==> src/rtl/irfe_pkg.sv <==
// Shared types, widths and timing constants for the IR remote frame encoder.
// No dependencies; imported by every module of the block.
package irfe_pkg;

    localparam int ADDRESS_BITS_DEF = 13;
    localparam int COMMAND_BITS_DEF = 8;

    localparam int ADDR_REG_W  = 13;
    localparam int CMD_IN_W    = 8;
    localparam int PULSE_W     = 14;
    localparam int SPACE_W     = 13;
    localparam int ELAPSED_W   = 17;
    localparam int OUT_TDATA_W = 48;

    localparam logic [PULSE_W-1:0] HDR_PULSE   = 14'd8800;
    localparam logic [SPACE_W-1:0] HDR_SPACE   = 13'd4400;
    localparam logic [PULSE_W-1:0] RPT_PULSE   = 14'd8800;
    localparam logic [SPACE_W-1:0] RPT_SPACE   = 13'd2250;
    localparam logic [PULSE_W-1:0] BIT_PULSE   = 14'd550;
    localparam logic [SPACE_W-1:0] ZERO_SPACE  = 13'd550;
    localparam logic [SPACE_W-1:0] ONE_SPACE   = 13'd1650;
    localparam logic [PULSE_W-1:0] TRAIL_PULSE = 14'd550;
    localparam logic [SPACE_W-1:0] TRAIL_SPACE = 13'd0;
    localparam logic [ELAPSED_W-1:0] ELAPSED_MAX = '1;

    // kind of pulse/space pair emitted in a cycle
    typedef enum logic [2:0] {
        ELEM_HDR   = 3'd0,
        ELEM_RPT   = 3'd1,
        ELEM_ABIT  = 3'd2,
        ELEM_AINV  = 3'd3,
        ELEM_CBIT  = 3'd4,
        ELEM_CINV  = 3'd5,
        ELEM_TRAIL = 3'd6
    } elem_t;

    typedef struct packed {
        logic  load;           // input transaction taken
        logic  emit;           // load one pair into the output register
        elem_t elem;
        logic  cnt_load_addr;  // restart bit counter for an address run
        logic  cnt_load_cmd;   // restart bit counter for a command run
    } irfe_cmd_t;

    typedef struct packed {
        logic out_free;
        logic cnt_zero;
        logic mode;
    } irfe_status_t;

    function automatic logic [PULSE_W-1:0] elem_pulse(elem_t elem);
        logic [PULSE_W-1:0] p;
        case (elem)
            ELEM_HDR:   p = HDR_PULSE;
            ELEM_RPT:   p = RPT_PULSE;
            ELEM_TRAIL: p = TRAIL_PULSE;
            default:    p = BIT_PULSE;
        endcase
        return p;
    endfunction

    function automatic logic [SPACE_W-1:0] elem_space(elem_t elem, logic bit_val);
        logic [SPACE_W-1:0] s;
        case (elem)
            ELEM_HDR:   s = HDR_SPACE;
            ELEM_RPT:   s = RPT_SPACE;
            ELEM_TRAIL: s = TRAIL_SPACE;
            default:    s = bit_val ? ONE_SPACE : ZERO_SPACE;
        endcase
        return s;
    endfunction

endpackage

==> src/rtl/irfe_ctrl.sv <==
// Frame sequencer: walks header, address, inverted address, command,
// inverted command and trailer phases; a repeat goes from header to trailer. Depends on irfe_pkg.
module irfe_ctrl import irfe_pkg::*; (
    input  logic         aclk,
    input  logic         aresetn,
    input  logic         s_tvalid,
    output logic         s_tready,
    input  irfe_status_t status,
    output irfe_cmd_t    cmd
);

    typedef enum logic [6:0] {
        ST_IDLE     = 7'b0000001,
        ST_HDR      = 7'b0000010,
        ST_ADDR     = 7'b0000100,
        ST_ADDR_INV = 7'b0001000,
        ST_CMD      = 7'b0010000,
        ST_CMD_INV  = 7'b0100000,
        ST_TRAIL    = 7'b1000000
    } state_t;

    state_t state_reg, state_next;

    always_ff @(posedge aclk) begin
        if (!aresetn) begin
            state_reg <= ST_IDLE;
        end else begin
            state_reg <= state_next;
        end
    end

    always_comb begin
        state_next = state_reg;
        cmd = '0;
        cmd.elem = ELEM_TRAIL;
        cmd.load = s_tvalid && (state_reg == ST_IDLE);
        cmd.emit = (state_reg != ST_IDLE) && status.out_free;
        case (state_reg)
            ST_IDLE: begin
                if (cmd.load) state_next = ST_HDR;
            end
            ST_HDR: begin
                cmd.elem = status.mode ? ELEM_RPT : ELEM_HDR;
                if (cmd.emit) begin
                    if (status.mode) begin
                        state_next = ST_TRAIL;
                    end else begin
                        cmd.cnt_load_addr = 1'b1;
                        state_next = ST_ADDR;
                    end
                end
            end
            ST_ADDR: begin
                cmd.elem = ELEM_ABIT;
                if (cmd.emit && status.cnt_zero) begin
                    cmd.cnt_load_addr = 1'b1;
                    state_next = ST_ADDR_INV;
                end
            end
            ST_ADDR_INV: begin
                cmd.elem = ELEM_AINV;
                if (cmd.emit && status.cnt_zero) begin
                    cmd.cnt_load_cmd = 1'b1;
                    state_next = ST_CMD;
                end
            end
            ST_CMD: begin
                cmd.elem = ELEM_CBIT;
                if (cmd.emit && status.cnt_zero) begin
                    cmd.cnt_load_cmd = 1'b1;
                    state_next = ST_CMD_INV;
                end
            end
            ST_CMD_INV: begin
                cmd.elem = ELEM_CINV;
                if (cmd.emit && status.cnt_zero) state_next = ST_TRAIL;
            end
            ST_TRAIL: begin
                cmd.elem = ELEM_TRAIL;
                if (cmd.emit) state_next = ST_IDLE;
            end
            default: begin
                state_next = ST_IDLE;
            end
        endcase
    end

    assign s_tready = (state_reg == ST_IDLE);

endmodule

==> src/rtl/irfe_datapath.sv <==
// Datapath: address register, bit shifters, bit counter, elapsed
// accumulator and output register. Depends on irfe_pkg.
module irfe_datapath import irfe_pkg::*; #(
    parameter int ADDRESS_BITS = ADDRESS_BITS_DEF,
    parameter int COMMAND_BITS = COMMAND_BITS_DEF
) (
    input  logic                   aclk,
    input  logic                   aresetn,
    input  logic                   cfg_we,
    input  logic [ADDR_REG_W-1:0]  cfg_wdata,
    input  logic [CMD_IN_W-1:0]    s_tdata,
    input  logic                   s_tuser,
    input  logic                   m_tready,
    output logic                   m_tvalid,
    output logic [OUT_TDATA_W-1:0] m_tdata,
    output logic                   m_tlast,
    input  irfe_cmd_t              cmd,
    output irfe_status_t           status
);

    localparam int MAX_BITS  = (ADDRESS_BITS > COMMAND_BITS) ? ADDRESS_BITS : COMMAND_BITS;
    localparam int CNT_W     = (MAX_BITS > 1) ? $clog2(MAX_BITS) : 1;
    localparam int ADDR_EXT_W = (ADDRESS_BITS > ADDR_REG_W) ? ADDRESS_BITS : ADDR_REG_W;
    localparam int CMD_EXT_W  = (COMMAND_BITS > CMD_IN_W) ? COMMAND_BITS : CMD_IN_W;
    localparam logic [CNT_W-1:0] ADDR_LAST = CNT_W'(ADDRESS_BITS - 1);
    localparam logic [CNT_W-1:0] CMD_LAST  = CNT_W'(COMMAND_BITS - 1);
    localparam int PAD_W = OUT_TDATA_W - ELAPSED_W - SPACE_W - PULSE_W;

    logic [ADDR_REG_W-1:0]   address_reg;
    logic [ADDRESS_BITS-1:0] addr_sh_reg;
    logic [COMMAND_BITS-1:0] cmd_sh_reg;
    logic [CNT_W-1:0]        cnt_reg;
    logic                    mode_reg;
    logic [ELAPSED_W-1:0]    elapsed_reg;
    logic                    m_tvalid_reg;
    logic [PULSE_W-1:0]      m_pulse_reg;
    logic [SPACE_W-1:0]      m_space_reg;
    logic [ELAPSED_W-1:0]    m_elapsed_reg;
    logic                    m_tlast_reg;

    logic [ADDR_EXT_W-1:0]   addr_ext;
    logic [CMD_EXT_W-1:0]    cmd_ext;
    logic                    bit_val;
    logic                    addr_phase;
    logic                    cmd_phase;
    logic [PULSE_W-1:0]      pulse;
    logic [SPACE_W-1:0]      space;
    logic [ELAPSED_W:0]      sum;
    logic [ELAPSED_W-1:0]    elapsed_next;

    // zero-extend or truncate to the frame's field widths
    assign addr_ext = ADDR_EXT_W'(address_reg);
    assign cmd_ext  = CMD_EXT_W'(s_tdata);

    always_comb begin
        addr_phase = cmd.elem inside {ELEM_ABIT, ELEM_AINV};
        cmd_phase  = cmd.elem inside {ELEM_CBIT, ELEM_CINV};
        case (cmd.elem)
            ELEM_ABIT: bit_val = addr_sh_reg[0];
            ELEM_AINV: bit_val = ~addr_sh_reg[0];
            ELEM_CBIT: bit_val = cmd_sh_reg[0];
            ELEM_CINV: bit_val = ~cmd_sh_reg[0];
            default:   bit_val = 1'b0;
        endcase
        pulse = elem_pulse(cmd.elem);
        space = elem_space(cmd.elem, bit_val);
        sum = {1'b0, elapsed_reg} + (ELAPSED_W+1)'(pulse) + (ELAPSED_W+1)'(space);
        elapsed_next = sum[ELAPSED_W] ? ELAPSED_MAX : sum[ELAPSED_W-1:0];
    end

    always_ff @(posedge aclk) begin
        if (!aresetn) begin
            address_reg  <= '0;
            m_tvalid_reg <= 1'b0;
        end else begin
            if (cfg_we) address_reg <= cfg_wdata;
            if (cmd.emit) begin
                m_tvalid_reg <= 1'b1;
            end else if (m_tready) begin
                m_tvalid_reg <= 1'b0;
            end
        end
    end

    always_ff @(posedge aclk) begin
        if (cmd.load) begin
            addr_sh_reg <= addr_ext[ADDRESS_BITS-1:0];
            cmd_sh_reg  <= cmd_ext[COMMAND_BITS-1:0];
            mode_reg    <= s_tuser;
            elapsed_reg <= '0;
        end else if (cmd.emit) begin
            elapsed_reg <= elapsed_next;
            // rotate so the same bits come round again for the inverted copy
            if (addr_phase) addr_sh_reg <= (addr_sh_reg >> 1) | (addr_sh_reg << (ADDRESS_BITS - 1));
            if (cmd_phase)  cmd_sh_reg  <= (cmd_sh_reg >> 1) | (cmd_sh_reg << (COMMAND_BITS - 1));
        end

        if (cmd.cnt_load_addr) begin
            cnt_reg <= ADDR_LAST;
        end else if (cmd.cnt_load_cmd) begin
            cnt_reg <= CMD_LAST;
        end else if (cmd.emit && (addr_phase || cmd_phase)) begin
            cnt_reg <= cnt_reg - CNT_W'(1);
        end

        if (cmd.emit) begin
            m_pulse_reg   <= pulse;
            m_space_reg   <= space;
            m_elapsed_reg <= elapsed_next;
            m_tlast_reg   <= (cmd.elem == ELEM_TRAIL);
        end
    end

    assign status.out_free = !m_tvalid_reg || m_tready;
    assign status.cnt_zero = (cnt_reg == '0);
    assign status.mode     = mode_reg;

    assign m_tvalid = m_tvalid_reg;
    assign m_tdata  = {{PAD_W{1'b0}}, m_elapsed_reg, m_space_reg, m_pulse_reg};
    assign m_tlast  = m_tlast_reg;

endmodule

==> src/rtl/ir_remote_frame_encoder.sv <==
// Start: the input transaction moves the sequencer out of idle, and the first pair is then
// loaded into the output register. Throughput: one pair per cycle while the output is not
// stalled, so a full frame is 2*(ADDRESS_BITS+COMMAND_BITS)+2 pairs per input (44 pairs at
// defaults) and a repeat block 2 pairs; the sequencer then returns to idle to take the next
// transaction. Output stalls hold the sequencer.
// Reset: aresetn synchronous active low; clears the address register to 0 and the sequencer.
module ir_remote_frame_encoder import irfe_pkg::*; #(
    parameter int ADDRESS_BITS = ADDRESS_BITS_DEF,
    parameter int COMMAND_BITS = COMMAND_BITS_DEF
) (
    input  logic                   aclk,
    input  logic                   aresetn,
    input  logic                   cfg_we,
    input  logic [ADDR_REG_W-1:0]  cfg_wdata,    // address_code
    input  logic                   s_tvalid,
    output logic                   s_tready,
    input  logic [CMD_IN_W-1:0]    s_tdata,      // [7:0] command_code
    input  logic                   s_tuser,      // [0] mode
    output logic                   m_tvalid,
    input  logic                   m_tready,
    output logic [OUT_TDATA_W-1:0] m_tdata,      // [13:0] pulse_us, [26:14] space_us,
                                                 // [43:27] elapsed_us, [47:44] zero
    output logic                   m_tlast       // last
);

    irfe_cmd_t    cmd;
    irfe_status_t status;

    irfe_ctrl u_ctrl (
        .aclk     (aclk),
        .aresetn  (aresetn),
        .s_tvalid (s_tvalid),
        .s_tready (s_tready),
        .status   (status),
        .cmd      (cmd)
    );

    irfe_datapath #(
        .ADDRESS_BITS (ADDRESS_BITS),
        .COMMAND_BITS (COMMAND_BITS)
    ) u_datapath (
        .aclk      (aclk),
        .aresetn   (aresetn),
        .cfg_we    (cfg_we),
        .cfg_wdata (cfg_wdata),
        .s_tdata   (s_tdata),
        .s_tuser   (s_tuser),
        .m_tready  (m_tready),
        .m_tvalid  (m_tvalid),
        .m_tdata   (m_tdata),
        .m_tlast   (m_tlast),
        .cmd       (cmd),
        .status    (status)
    );

endmodule
==> config.mk <==
export PLATFORM = sky130hd
export DESIGN_NAME = ir_remote_frame_encoder
export DESIGN_NICKNAME = d
export VERILOG_FILES = /design/src/rtl/irfe_pkg.sv /design/src/rtl/irfe_ctrl.sv /design/src/rtl/irfe_datapath.sv /design/src/rtl/ir_remote_frame_encoder.sv
export SDC_FILE = /design/constraint.sdc
export NUM_CORES = 1
export LEC_CHECK = 0
export ABC_CLOCK_PERIOD_IN_PS = 4300
export BUFFER_PORTS_ARGS = -buffer_cell sky130_fd_sc_hd__buf_2
export CORE_ASPECT_RATIO = 1.2
export CORE_MARGIN = 2
export CORE_UTILIZATION = 45
export CTS_BUF_LIST = sky130_fd_sc_hd__clkbuf_16
export CTS_CLUSTER_SIZE = 10
export DETAILED_ROUTE_END_ITERATION = 8
export GPL_ROUTABILITY_DRIVEN = 0
export MAX_ROUTING_LAYER = met4
export PLACE_DENSITY = 0.66
export SYNTH_ARGS = -nofsm -noshare
export SYNTH_HDL_FRONTEND = slang
export SYNTH_SLANG_ARGS = --single-unit
==> constraint.sdc <==
create_clock -name aclk -period 4.3 [get_ports aclk]
set_input_delay 0.215 -clock aclk [delete_from_list [all_inputs] [get_ports aclk]]
set_output_delay 0.215 -clock aclk [all_outputs]
set_load 0.01 [all_outputs]
After elaboration in Yosys (flattened, before gate mapping):

Cells that the tools add are included.

* word-level logic and storage cells: 94
* output and inout port bits: 51
* register bits after elaboration: 109

* multiplexer cells: 31
* add/subtract/negate cells: 3
* bitwise gates (word level): 4
* equality and inequality tests: 21
* reduce and logical (&&, ||, !) cells: 22

Operator list (count)
* two-way mux 7 bit: 8
* one-hot mux 7 bit (7 select lines): 1
* two-way mux 13 bit: 3
* one-hot mux 13 bit (3 select lines): 1
* two-way mux 8 bit: 3
* adder 17 x 14 -> 18 bit: 1
* adder 18 x 13 -> 18 bit: 1
* two-way mux 17 bit: 1
* one-hot mux 3 bit (5 select lines): 1
* two-way mux 14 bit: 1
* inequality test 2 x 1 -> 1 bit, second input constant: 7
* nonzero test 2 bit: 7
* bitwise OR 12 x 13 -> 13 bit: 1
* two-way mux 11 bit: 1
* equality test 3 bit, second input constant: 3
* two-way mux 4 bit: 2
* bitwise OR 7 x 8 -> 8 bit: 1
* equality test 7 x 1 -> 1 bit, second input constant: 1
* equality test 7 x 2 -> 1 bit, second input constant: 1
* equality test 7 x 3 -> 1 bit, second input constant: 1
* equality test 7 x 4 -> 1 bit, second input constant: 1
* equality test 7 x 5 -> 1 bit, second input constant: 1
* equality test 7 x 6 -> 1 bit, second input constant: 1
* equality test 7 bit, second input constant: 1
* other kinds (16): 31

Depth between registers and ports, before layout:

Gate-level depths: netlist of the first run.

* depth in word-level cells: 8
* gate-level depth with buffers: 17
* gate-level depth less buffers: 16

Modules after synthesis:

A second synthesis of the first run with hierarchy kept.

* cells, all modules: 471
* area, all modules: 5158.7 um^2

By module, submodules not included
* irfe_datapath: cells each 395, area an instance 4508.1 um^2, times used 1
* irfe_ctrl: cells each 76, area an instance 650.6 um^2, times used 1

Worst setup path before layout of the first run:

OpenSTA, ideal clock, no wires.

* path type: register to register
* start: register u_ctrl.state_reg[0]
* end: register u_datapath.m_elapsed_reg[14], data pin
* arrival time: 4.069 ns
* setup slack: -0.030 ns
* clock period less this slack: 4.330 ns
* cell stages (with the launch flop): 17
* setup time: 0.261 ns
* data required time: 4.039 ns
* buffers on the path: 1
* cell sequence: dfxtp_1 clkbuf_1 or3_1 or3_1 nand2b_1 o32a_1 inv_1 nor2_1 fa_1 ha_1 fa_1 a211oi_1 o211ai_1 a2111o_1 a31oi_1 and3_1 nor2_1

* word-level cells in the longest chain between the ends: 8
* elaborated cells between the ends (all ways): 21
* those cells by class: 2 x add/sub; 11 x eq/ne; 6 x mux; 2 x reduce/logical

Ends and longest elaborated chain
* start, declared: RTL line irfe_ctrl.sv:22 `state_t state_reg, state_next;`
* start signal, assigned: RTL line irfe_ctrl.sv:28 `state_reg <= state_next;`
* equality test 7 x 6 -> 1 bit (tied with other cells): RTL line irfe_ctrl.sv:38 `case (state_reg)`
* one-hot mux 3 bit (5 select lines) *: RTL line irfe_ctrl.sv:38
* equality test 3 bit or equality test 3 x 2 -> 1 bit (tied branches): RTL line irfe_datapath.sv:58 `case (cmd.elem)`
* one-hot mux 1 bit (4 select lines): RTL line irfe_datapath.sv:58
* two-way mux 11 bit: RTL line irfe_pkg.sv:68 `default: s = bit_val ? ONE_SPACE : ZERO_SPACE;`
* one-hot mux 13 bit (3 select lines) *: RTL line irfe_pkg.sv:64 `case (elem)`
* named net u_datapath.space[10]: RTL line irfe_datapath.sv:47 `logic [SPACE_W-1:0] space;`
* adder 18 x 13 -> 18 bit *: RTL line irfe_datapath.sv:67 `sum = {1'b0, elapsed_reg} + (ELAPSED_W+1)'(pulse) + (ELAPSED_W+1)'(space);`
* two-way mux 17 bit *: RTL line irfe_datapath.sv:68 `elapsed_next = sum[ELAPSED_W] ? ELAPSED_MAX : sum[ELAPSED_W-1:0];`
* named net u_datapath.elapsed_next[14]: RTL line irfe_datapath.sv:49 `logic [ELAPSED_W-1:0] elapsed_next;`
* end signal, assigned: RTL line irfe_datapath.sv:109 `m_elapsed_reg <= elapsed_next;`
* end, declared: RTL line irfe_datapath.sv:38 `logic [ELAPSED_W-1:0] m_elapsed_reg;`

Mark *: on every way through the listed nets, which the timed path passes. The rest lies on a longest branch.
A chain may end at the register's enable or synchronous reset.

Final worst setup path of the first run:

* start: register u_ctrl.state_reg[6]
* end: register u_datapath.elapsed_reg[14]

* word-level cells in the longest chain between the ends: 8
* elaborated cells between the ends (all ways): 25
* those cells by class: 2 x add/sub; 13 x eq/ne; 6 x mux; 4 x reduce/logical

Ends and longest elaborated chain
* equality test 7 x 6 -> 1 bit (tied with other cells): RTL line irfe_ctrl.sv:38
* one-hot mux 3 bit (5 select lines) *: RTL line irfe_ctrl.sv:38
* equality test 3 bit or equality test 3 x 2 -> 1 bit (tied branches): RTL line irfe_datapath.sv:58
* one-hot mux 1 bit (4 select lines): RTL line irfe_datapath.sv:58
* two-way mux 11 bit: RTL line irfe_pkg.sv:68
* one-hot mux 13 bit (3 select lines) *: RTL line irfe_pkg.sv:64
* named net u_datapath.space[10]: RTL line irfe_datapath.sv:47
* adder 18 x 13 -> 18 bit *: RTL line irfe_datapath.sv:67
* two-way mux 17 bit *: RTL line irfe_datapath.sv:68
* end signal, assigned: RTL line irfe_datapath.sv:92 `elapsed_reg <= elapsed_next;`
* end, declared: RTL line irfe_datapath.sv:34 `logic [ELAPSED_W-1:0] elapsed_reg;`

Marked as above.

==> summary.md, run 1 <==
| Metric | Value |
|---|---|
| Status | `completed` |
| Reg-to-Reg Start | `u_ctrl.state_reg[6]` |
| Post-synth cell types | `55` |
| Clock skew | `0.00662 ns` |
| Initial DRC count | `179` |
| Tmin final | `4.15 ns` |
| Clock slew at the register clock pins of the worst setup and hold paths | `0.07 ns` |
| #FFs+latches synth | `93` |
| Maximum VDD drop | `0.000191 V` |
| Met2 Usage GRT | `27.3%` |
| Worst Path Max Fanout | `6` |
| IO Port Bufs | `62` |
| Clock Tree Buf Depth | `2` |
| CTS Root Cell | `clkbuf_16` |
| Num CTS Buffers | `9` |
| WL/cell | `13.8 um` |
| Hold path start | `s_tuser` |
| GR Overflow Total | `0` |
| TritonRoute pass-1 iters | `4` |
| Met1 Track Usage GR | `22.0%` |
| Worst EP required | `4.56 ns` |
| Clock Latency Late Sink | `0.35 ns` |
| Final Hold Fails | `0` |
| Leading area contributor after synthesis | `edfxtp_1` |
| Global Route met3 Usage | `3.86%` |
| Number of synthesized flops with an enable pin | `51` |
| Std cell rows | `41` |
| DRC violations left | `0` |
| Chip height | `118 um` |
| Pwr dens | `489 mW/mm^2` |
| Final setup vio count | `0` |
| Post-synthesis sequential area ratio | `48.6%` |
| Type of the worst setup path | `reg -> reg` |
| Crit end category | `flop` |
| Finished Core Util | `53.1%` |
| Global-route wire length before repair | `16.1 mm` |
| Max_cap viols | `0` |
| Routed WL | `9.48 mm` |
| P_leak | `0.00251 uW` |
| Critical path startpoint category | `flop` |
| Synthesized area per cell | `9.93 sq um` |
| Largest net degree at the start of global routing | `37` |
| Core Box Area | `0.0105 sq mm` |
| Die width | `99.0 um` |
| Slew @ Worst Pin | `1.10 ns` |
| CTS H-tree lvls | `3` |
| Sink Count | `93` |
| Setup crit start | `u_ctrl.state_reg[6]` |
| Syn. warnings | `0` |
| Hold WS | `0.0381 ns` |
| Power Total | `2730 uW` |
| Ys async rst share | `0%` |
| Starting Density | `46.4%` |
| Fraction of layout cells with a size suffix above 1 | `20.0%` |
| RSZ-0062 raised after global routing | `yes` |
| Die area | `0.0117 sq mm` |
| Total GRT Usage | `17.5%` |
| Gate count of the mapped netlist | `491` |
| Final instance area | `0.00558 sq mm` |
| Placed cell areas | `0.00526 sq mm` |
| DP HPWL | `6.88 mm` |
| Synth top area share | `31.4%` |
| Drt via density | `5.21` |
| Hold Path Class | `in -> reg` |
| Post-Synthesis Cell Area | `0.00488 sq mm` |
| Fmax | `241 MHz` |
| Nets@finish | `607` |
| Post-DRT Antenna Nets | `0` |
| Slew HR | `26.2%` |
| Area growth, synth to finish | `14.4%` |
| Top cells by count, synth | `nand2_1, edfxtp_1, dfxtp_1` |
| Ant diodes | `0` |
| Vias in the first global route | `3,435` |
| Sum Neg Setup Slack | `0 ns` |
| Crit share post-route | `96.5%` |
| I/O pins | `78` |
| Top cells by area, synth | `edfxtp_1, dfxtp_1, nand2_1, ha_1, buf_4` |
| Final slew viol count | `0` |
| Most Used Layer, Global Route | `met2` |
| Count leader, synth | `nand2_1` |
| Vias | `3,572` |
| Initial antenna violation count | `0` |
| CTS tree | `yes` |
| Arrival time worst endpoint | `4.41 ns` |
| Synth Flop Type | `edfxtp_1` |
[cells by family (layout without fill, tap and decap cells)]
kind of cell / count (synthesis) / count (layout) / share of synthesized area (%)
and+or+nand+nor: 184 / 184 / 17.8
buffers and inverters: 64 / 116 / 6.88
xor gates and xnor gates: 12 / 12 / 2.15
other: 2 / 15 / 0.154
DFF: 93 / 93 / 48.6
muxes: 17 / 17 / 3.51
AOI/OAI and AO/OA: 90 / 90 / 12.9
adders and majority gates: 29 / 29 / 7.90
[worst max-delay path: stages, from the launching register on]
cell and delay, ns:
dfxtp_2 0.34, or3_4 0.39, or3_4 0.35, nand2b_4 0.15, o32a_1 0.18, inv_1 0.08, nor2_1 0.07, fa_1 0.45
ha_2 0.21, fa_2 0.35, a211oi_2 0.23, o211ai_1 0.15, a2111o_1 0.46, a31oi_1 0.23, buf_4 0.15, nor3_1 0.05
o31ai_1 0.23
[metrics by stage]
| stage | setup WS (ns) | std cells |
|---|---|---|
| finish | 0.151 | 685 |
| global route | -0.00109 | 685 |
| CTS | 0.00458 | 685 |
| detailed placement | -0.0457 | 669 |
| global placement | 0.0808 | 669 |
| floorplan | 0.00936 | 504 |
[layout by cell type (no fill, tap or decap), types with 4 or more instances in the layout]
cell / instances
a211oi_1: 5
a21oi_1: 20
a22o_1: 8
a31oi_1: 5
and2_1: 4
and3_1: 4
buf_2: 62
buf_4: 12
clkbuf_16: 10
conb_1: 15
dfxtp_1: 41
edfxtp_1: 51
ha_1: 25
inv_1: 23
mux2i_1: 16
nand2_1: 96
nand2b_1: 8
nand3_1: 9
nand4_1: 4
nor2_1: 17
nor2b_1: 19
nor3_1: 9
o211ai_1: 6
o21ai_0: 21
xnor2_1: 6
xor2_1: 6
[final cells by class]
class,count,area [sq um]
sequential,93,2370
clock inverter,6,52.6
fill,973,4930
timing repair buffer,74,400
tap,129,161
multi-input combinational,347,2250
inverter,26,97.6
clock buffer,10,250
[routing by layer]
layer,vias to the layer above,part of all wire [%]
li1,1803,-
met1,1654,46
met2,98,47
met3,17,4.9
met4,0,2.3
met5,-,0
[repair_timing]
| item | in CTS | in global routing |
|---|---|---|
| pin swaps | 3 | 7 |
| setup endpoints to repair | 4 | 21 |
| hold buffers | 0 | 0 |
| setup buffers | 0 | 0 |
| resized for setup | 2 | 4 |
[power breakdown]
part | internal [uW] | leakage, uW | total, uW | switching [uW]
Clock | 437 | 0.000148 | 799 | 362
Sequential | 1130 | 0.000833 | 1190 | 58.9
Combinational | 310 | 0.00153 | 743 | 432
Total | 1880 | 0.00251 | 2730 | 853
[final timing paths]
kind	endpoint	slack (ns)	depth (start not counted)
min reg2reg	u_datapath.elapsed_reg[9]	0.48	1
max reg2reg	u_datapath.elapsed_reg[14]	0.15	16
min	u_datapath.mode_reg	0.04	1
max	u_datapath.elapsed_reg[14]	0.15	16
Note: power is estimated with default switching activity, not from simulation.
==> run 2: changes to the inputs <==
--- a/config.mk
+++ b/config.mk
@@ -5,7 +5,7 @@
 export SDC_FILE = /design/constraint.sdc
 export NUM_CORES = 1
 export LEC_CHECK = 0
-export ABC_CLOCK_PERIOD_IN_PS = 4300
+export ABC_CLOCK_PERIOD_IN_PS = 4400
 export BUFFER_PORTS_ARGS = -buffer_cell sky130_fd_sc_hd__buf_2
 export CORE_ASPECT_RATIO = 1.2
 export CORE_MARGIN = 2
@@ -15,7 +15,7 @@
 export DETAILED_ROUTE_END_ITERATION = 8
 export GPL_ROUTABILITY_DRIVEN = 0
 export MAX_ROUTING_LAYER = met4
-export PLACE_DENSITY = 0.66
+export PLACE_DENSITY = 0.64
 export SYNTH_ARGS = -nofsm -noshare
 export SYNTH_HDL_FRONTEND = slang
 export SYNTH_SLANG_ARGS = --single-unit
==> constraint.sdc (replaced) <==
create_clock -name aclk -period 4.4 [get_ports aclk]
set_input_delay 0.22 -clock aclk [delete_from_list [all_inputs] [get_ports aclk]]
set_output_delay 0.22 -clock aclk [all_outputs]
set_load 0.01 [all_outputs]
==> run 2 against run 1 <==
Setup slack improved by 0.028 ns. Clock power is 4.6% lower. Global-route usage increased by 0.061 points. Core utilization up 0.26 points. Total power fell by 2.3%. Clock skew is essentially flat. Combinational power barely moved. Register-to-register slack improved by 0.03 ns. Die area unchanged. Cell count is 0.15% higher. Final area rose by 0.49%. Critical path type unchanged. Highest routed layer unchanged.
==> summary.md, run 2 (synthesis gave the netlist of run 1 again) <==
| Metric | Value |
|---|---|
| Status | `completed (unchanged)` |
| CTS H-tree lvls | `3 (unchanged)` |
| Vias | `3,527 (was 3,572)` |
| P_leak | `0.00252 uW (was 0.00251 uW)` |
| Worst Path Max Fanout | `5 (was 6)` |
| Slew @ Worst Pin | `1.16 ns (was 1.10 ns)` |
| Slew HR | `21.6% (was 26.2%)` |
| Crit end category | `flop (unchanged)` |
| Clock slew at the register clock pins of the worst setup and hold paths | `0.07 ns (about the same)` |
| Reg2reg end | `u_datapath.m_elapsed_reg[14] (was u_datapath.elapsed_reg[14])` |
| Critical path buffer and inverter count | `1 (was 2)` |
| Post-cts hold buffer count | `0 (unchanged)` |
| Max_cap viols | `0 (unchanged)` |
| Num CTS Buffers | `9 (unchanged)` |
| I/O pins | `78 (unchanged)` |
| Std cell rows | `41 (unchanged)` |
| GR Overflow Total | `0 (unchanged)` |
| Initial DRC count | `186 (was 179)` |
| Core Box Area | `0.0105 sq mm (unchanged)` |
| DRC violations left | `0 (unchanged)` |
| Reg2reg setup slack | `0.18 ns (was 0.15 ns)` |
| Type of the worst setup path | `reg -> reg (unchanged)` |
| Sink Count | `93 (unchanged)` |
| Clock skew | `0.00684 ns (was 0.00662 ns)` |
| Final Hold Fails | `0 (unchanged)` |
| Hold WS | `0.0483 ns (was 0.0381 ns)` |
| Critical path startpoint category | `flop (unchanged)` |
| Area growth, synth to finish | `15.0% (was 14.4%)` |
| Drt via density | `5.14 (was 5.21)` |
| Clock Latency Late Sink | `0.34 ns (was 0.35 ns)` |
| Most used cell, CP | `or3_4 (unchanged)` |
| Critical path, cell by cell | `or3_4, or3_4, nand2b_4, o32a_1, inv_2, nor2_2, fa_1, ha_4, fa_2, a211oi_2, o211ai_1, a2111o_1, a31oi_2, and3_1, nor2_1 (was or3_4, or3_4, nand2b_4, o32a_1, inv_1, nor2_1, fa_1, ha_2, fa_2, a211oi_2, o211ai_1, a2111o_1, a31oi_1, buf_4, nor3_1, o31ai_1)` |
| Setup crit start | `u_ctrl.state_reg[6] (unchanged)` |
| Pwr dens | `476 mW/mm^2 (was 489 mW/mm^2)` |
| Levels on crit path | `15 (was 16)` |
| Leading cell type in the layout, fill and taps excluded | `nand2_1 (unchanged)` |
| TritonRoute pass-1 iters | `5 (was 4)` |
| Hold Path Class | `in -> reg (unchanged)` |
| Worst reg2reg path depth | `15 (was 16)` |
| Die width | `99.0 um (unchanged)` |
| Post-DRT Antenna Nets | `0 (unchanged)` |
| Finished Core Util | `53.3% (was 53.1%)` |
| Final setup vio count | `0 (unchanged)` |
| FILL cells | `937 (was 973)` |
| Reg-to-Reg Start | `u_ctrl.state_reg[6] (unchanged)` |
| CTS Root Cell | `clkbuf_16 (unchanged)` |
| Total GRT Usage | `17.6% (was 17.5%)` |
| Worst EP required | `4.49 ns (was 4.56 ns)` |
| Crit share post-route | `95.9% (was 96.5%)` |
| Maximum VDD drop | `0.000210 V (was 0.000191 V)` |
| CP peak stage delay | `0.48 ns (was 0.46 ns)` |
| Commonest cells after routing, fill and taps aside | `nand2_1, buf_2, edfxtp_1, dfxtp_1, ha_1 (unchanged)` |
| Clock Tree Buf Depth | `2 (unchanged)` |
| Arrival time worst endpoint | `4.31 ns (was 4.41 ns)` |
| Multi-input gate area | `0.00228 sq mm (was 0.00225 sq mm)` |
| Global-route wire length before repair | `16.1 mm (about the same)` |
| Critical Path Sink | `u_datapath.m_elapsed_reg[14] (was u_datapath.elapsed_reg[14])` |
| DP HPWL | `6.91 mm (was 6.88 mm)` |
| Tmin final | `4.22 ns (was 4.15 ns)` |
| Storage element area | `0.00238 sq mm (was 0.00237 sq mm)` |
| Sum Neg Setup Slack | `0 ns (unchanged)` |
| Vias in the first global route | `3,370 (was 3,435)` |
| Slowest CP cell | `fa_1 (was a2111o_1)` |
| Fmax | `237 MHz (was 241 MHz)` |
| Initial antenna violation count | `1 (was 0)` |
| Nets@finish | `607 (unchanged)` |
| Chip height | `118 um (unchanged)` |
| Die area | `0.0117 sq mm (unchanged)` |
| CTS tree | `yes (unchanged)` |
| Routed WL | `9.83 mm (was 9.48 mm)` |
| IO Port Bufs | `62 (unchanged)` |
| Starting Density | `46.4% (unchanged)` |
| Largest net degree at the start of global routing | `41 (was 37)` |
| WL/cell | `14.3 um (was 13.8 um)` |
| Top cell family by delay on the critical path | `compound AO/OA/AOI/OAI gates (unchanged)` |
| Final slew viol count | `0 (unchanged)` |
| Fraction of layout cells with a size suffix above 1 | `20.5% (was 20.0%)` |
==> run 2: worst min path at each step <==
stage,startpoint,end,depth (start not counted)
after floorplan,s_tuser,u_datapath.mode_reg,0
after global placement,s_tuser,u_datapath.mode_reg,1
after detailed placement,s_tuser,u_datapath.mode_reg,1
after CTS,s_tuser,u_datapath.mode_reg,1
after global routing,s_tuser,u_datapath.mode_reg,1
final,s_tuser,u_datapath.mode_reg,1
==> run 2: layer usage <==
layer	share of wire, %	vias up	global-route usage, %
met5	0	-	-
met4	1.7	0	8.13
met3	4.2	12	3.15
met2	49	86	27.5
met1	45	1626	22.2
li1	-	1803	-
==> run 2: stage by stage <==
stage / setup WS, ns / cells / instance area [sq um] / power [uW]
2_1_floorplan: 0.0696 / 504 / 4930 / 1710
3_3_place_gp: 0.165 / 665 / 5220 / 1870
3_5_place_dp: 0.0385 / 665 / 5220 / 1890
4_1_cts: 0.0618 / 681 / 5520 / 2660
5_1_grt: -0.0438 / 686 / 5610 / 2830
6_report: 0.179 / 686 / 5610 / 2670
==> run 2: where the power goes <==
group | internal [uW] | total [uW] | switching (uW)
clock | 420 | 762 | 342
combinational | 312 | 741 | 429
sequential | 1100 | 1160 | 61.8
total | 1830 | 2670 | 833
==> run 2: repair_timing <==
action	4_1_cts	5_1_grt
gates resized for setup	1	13
pin swaps	0	9
setup buffers	0	4
endpoints found under the setup margin	1	11
==> run 2: area by class of cell <==
cell class                      count  area share (%)
Antenna cell                        1          0.0446
Clock buffer                       10            4.46
Clock inverter                      6           0.758
Inverter                           26            1.74
Multi-Input combinational cell    347            40.6
Sequential cell                    93            42.4
Tap cell                          129            2.88
Timing Repair Buffer               74            7.14
==> run 3: changes to the inputs <==
--- a/config.mk
+++ b/config.mk
@@ -6,16 +6,16 @@
 export NUM_CORES = 1
 export LEC_CHECK = 0
 export ABC_CLOCK_PERIOD_IN_PS = 4400
-export BUFFER_PORTS_ARGS = -buffer_cell sky130_fd_sc_hd__buf_2
 export CORE_ASPECT_RATIO = 1.2
 export CORE_MARGIN = 2
 export CORE_UTILIZATION = 45
 export CTS_BUF_LIST = sky130_fd_sc_hd__clkbuf_16
 export CTS_CLUSTER_SIZE = 10
 export DETAILED_ROUTE_END_ITERATION = 8
+export DONT_BUFFER_PORTS = 1
 export GPL_ROUTABILITY_DRIVEN = 0
 export MAX_ROUTING_LAYER = met4
-export PLACE_DENSITY = 0.64
+export PLACE_DENSITY = 0.58
 export SYNTH_ARGS = -nofsm -noshare
 export SYNTH_HDL_FRONTEND = slang
 export SYNTH_SLANG_ARGS = --single-unit
==> run 3 against run 2 <==
Via count shrank 3.9%. Clock power increased by 6.2%. Combinational power down 13%. Register-to-register slack about the same. Total power shrank 0.49%. Sequential cell count stayed put. Cell count is 8.9% lower. Routed wire length decreased by 1.7%. Die area unchanged. Clock-buffer cell count did not move. Largest power group unchanged. Sequential share of layout area rose by 2.1 points. Setup slack better by 0.0013 ns.
==> summary.md, run 3 (synthesis gave the netlist of run 1 again) <==
| Metric | Value |
|---|---|
| Status | `completed (unchanged)` |
| Core Box Area | `0.0105 sq mm (unchanged)` |
| Worst EP required | `4.49 ns (about the same)` |
| Starting Density | `46.4% (unchanged)` |
| Num CTS Buffers | `9 (unchanged)` |
| Leading cell type in the layout, fill and taps excluded | `nand2_1 (unchanged)` |
| Initial antenna violation count | `0 (was 1)` |
| Commonest cells after routing, fill and taps aside | `nand2_1, edfxtp_1, dfxtp_1, ha_1, inv_1 (was nand2_1, buf_2, edfxtp_1, dfxtp_1, ha_1)` |
| P_leak | `0.00229 uW (was 0.00252 uW)` |
| Crit end category | `flop (unchanged)` |
| Die width | `99.0 um (unchanged)` |
| GR Overflow Total | `0 (unchanged)` |
| Hold path start | `aresetn (was s_tuser)` |
| Sw frac | `30.2% (was 31.2%)` |
| Ant diodes | `0 (was 1)` |
| Clock Tree Buf Depth | `2 (unchanged)` |
| Drt via density | `5.43 (was 5.14)` |
| DP HPWL | `6.84 mm (was 6.91 mm)` |
| Sum Neg Setup Slack | `0 ns (unchanged)` |
| Critical path startpoint category | `flop (unchanged)` |
| Critical path, cell by cell | `or3_1, or3_4, nand2b_4, o32a_1, inv_2, nor2_1, fa_1, ha_4, fa_2, a211oi_2, o211ai_1, a2111o_1, a31oi_2, and3_4, nor2_1 (was or3_4, or3_4, nand2b_4, o32a_1, inv_2, nor2_2, fa_1, ha_4, fa_2, a211oi_2, o211ai_1, a2111o_1, a31oi_2, and3_1, nor2_1)` |
| Fmax | `237 MHz (about the same)` |
| Sw Pwr | `802 uW (was 833 uW)` |
| WHS Endpoint | `u_datapath.addr_ext[3] (was u_datapath.mode_reg)` |
| Crit share post-route | `95.9% (about the same)` |
| Nets@finish | `547 (was 607)` |
| CTS Root Cell | `clkbuf_16 (unchanged)` |
| Chip height | `118 um (unchanged)` |
| Sink Count | `93 (unchanged)` |
| Worst Path Max Fanout | `6 (was 5)` |
| Routed WL | `9.66 mm (was 9.83 mm)` |
| Die area | `0.0117 sq mm (unchanged)` |
| Worst reg2reg path depth | `15 (unchanged)` |
| Total GRT Usage | `17.7% (was 17.6%)` |
| Sequential share of power | `45.4% (was 43.7%)` |
| Hold Path Class | `in -> reg (unchanged)` |
| TritonRoute pass-1 iters | `4 (was 5)` |
| Tmin final | `4.22 ns (about the same)` |
| Area growth, synth to finish | `9.36% (was 15.0%)` |
| Largest net degree at the start of global routing | `56 (was 41)` |
| Fraction of layout cells with a size suffix above 1 | `10.3% (was 20.5%)` |
| Vias | `3,391 (was 3,527)` |
| WL/cell | `15.5 um (was 14.3 um)` |
| Combinational group share of total power | `24.2% (was 27.8%)` |
| FILL cells | `940 (was 937)` |
| Slowest CP cell | `fa_1 (unchanged)` |
| Clock skew | `0.00527 ns (was 0.00684 ns)` |
| IO Port Bufs | `0 (was 62)` |
| Placed Instances | `605 (was 665)` |
| Final slew viol count | `0 (unchanged)` |
| Std cell rows | `41 (unchanged)` |
| Max_cap viols | `0 (unchanged)` |
| Finished Layout Cells | `625 (was 686)` |
| Min-Delay Path Depth | `1 (unchanged)` |
| Most used cell, CP | `nor2_1 (was or3_4)` |
| Type of the worst setup path | `reg -> reg (unchanged)` |
| Clock power frac | `30.5% (was 28.6%)` |
| Slew @ Worst Pin | `1.21 ns (was 1.16 ns)` |
| Power Total | `2650 uW (was 2670 uW)` |
| Vias in the first global route | `3,330 (was 3,370)` |
| Pwr dens | `498 mW/mm^2 (was 476 mW/mm^2)` |
| DRC violations left | `0 (unchanged)` |
| Initial DRC count | `184 (was 186)` |
| Reg-to-Reg Start | `u_ctrl.state_reg[6] (unchanged)` |
| Arrival time worst endpoint | `4.31 ns (about the same)` |
| Clock Latency Late Sink | `0.35 ns (was 0.34 ns)` |
| CTS tree | `yes (unchanged)` |
| Clock slew at the register clock pins of the worst setup and hold paths | `0.07 ns (about the same)` |
| CTS H-tree lvls | `3 (unchanged)` |
| Final setup vio count | `0 (unchanged)` |
| Slew HR | `18.3% (was 21.6%)` |
| Cell Int Power | `1850 uW (was 1830 uW)` |
| Critical path buffer and inverter count | `1 (unchanged)` |
| I/O pins | `78 (unchanged)` |
| CP peak stage delay | `0.48 ns (about the same)` |
| Reg2reg setup slack | `0.18 ns (about the same)` |
| Final Hold Fails | `0 (unchanged)` |
| Maximum VDD drop | `0.000200 V (was 0.000210 V)` |
| Top cell family by delay on the critical path | `compound AO/OA/AOI/OAI gates (unchanged)` |
| Post-DRT Antenna Nets | `0 (unchanged)` |
| Global-route wire length before repair | `16.0 mm (was 16.1 mm)` |
| Reg2reg end | `u_datapath.m_elapsed_reg[14] (unchanged)` |
-- run 3: changes by cell type in the layout (fill, tap and decap cells not counted), moves of 2 or more --
cell	change
clkinv_4	+2
buf_2	-62
inv_6	-2
dlygate4sd3_1	+3
-- run 3: power groups by stage --
stage / clock [uW] / combinational (uW) / sequential (uW)
after floorplan: 0 / 511 / 1200
after global placement: 0 / 594 / 1220
after detailed placement: 0 / 609 / 1220
after CTS: 830 / 615 / 1200
after global routing: 859 / 725 / 1220
final: 809 / 641 / 1200
-- run 3: worst max path at each step --
| stage | startpoint | end | slack [ns] | cells after the start |
|---|---|---|---|---|
| after floorplan | u_ctrl.state_reg[0] | u_datapath.m_elapsed_reg[14] | 0.07 | 16 |
| final | u_ctrl.state_reg[6] | u_datapath.m_elapsed_reg[14] | 0.18 | 15 |
| after CTS | u_ctrl.state_reg[6] | u_datapath.m_elapsed_reg[14] | 0.06 | 15 |
| after global routing | u_ctrl.state_reg[6] | u_datapath.elapsed_reg[14] | -0.006 | 16 |
| after detailed placement | u_ctrl.state_reg[6] | u_datapath.m_elapsed_reg[14] | 0.08 | 15 |
| after global placement | u_ctrl.state_reg[6] | u_datapath.m_elapsed_reg[14] | 0.15 | 15 |
-- run 3: timing repair --
action / CTS / global route
hold buffers: 3 / 0
resized for setup: 0 / 11
buffers inserted: 0 / 1
hold endpoints to repair: 15 / 0
endpoints found under the setup margin: 0 / 6
-- run 3: area by class of cell --
type	instances	area, sq um	area share (%)
well taps	129	161	3.03
repair buffers	14	113	2.11
clock buffers	10	250	4.69
clock inverters	6	68.8	1.29
multi-input cells	347	2270	42.6
flip-flops and latches	93	2370	44.5
inverters	26	97.6	1.83
-- run 3: routing by layer --
metal	vias to the layer above	share of wire [%]	GRT usage, %	routed length, um
li1	1681	-	-	-
met1	1606	45	21.2	4330
met2	84	48	28.0	4650
met3	20	3.6	4.04	350
met4	0	3.4	8.56	324
met5	-	0	-	0
-- run 3: stage by stage --
step	hold WS (ns)	utilization (%)	cell area, sq um	setup WS, ns
CTS	0.0000881	50.1	5270	0.0564
global route	0.0202	50.7	5330	-0.00639
finish	0.00838	50.7	5330	0.181
global placement	0.306	46.8	4920	0.148
floorplan	0.319	-	4930	0.0696
detailed placement	0.310	46.8	4920	0.0779
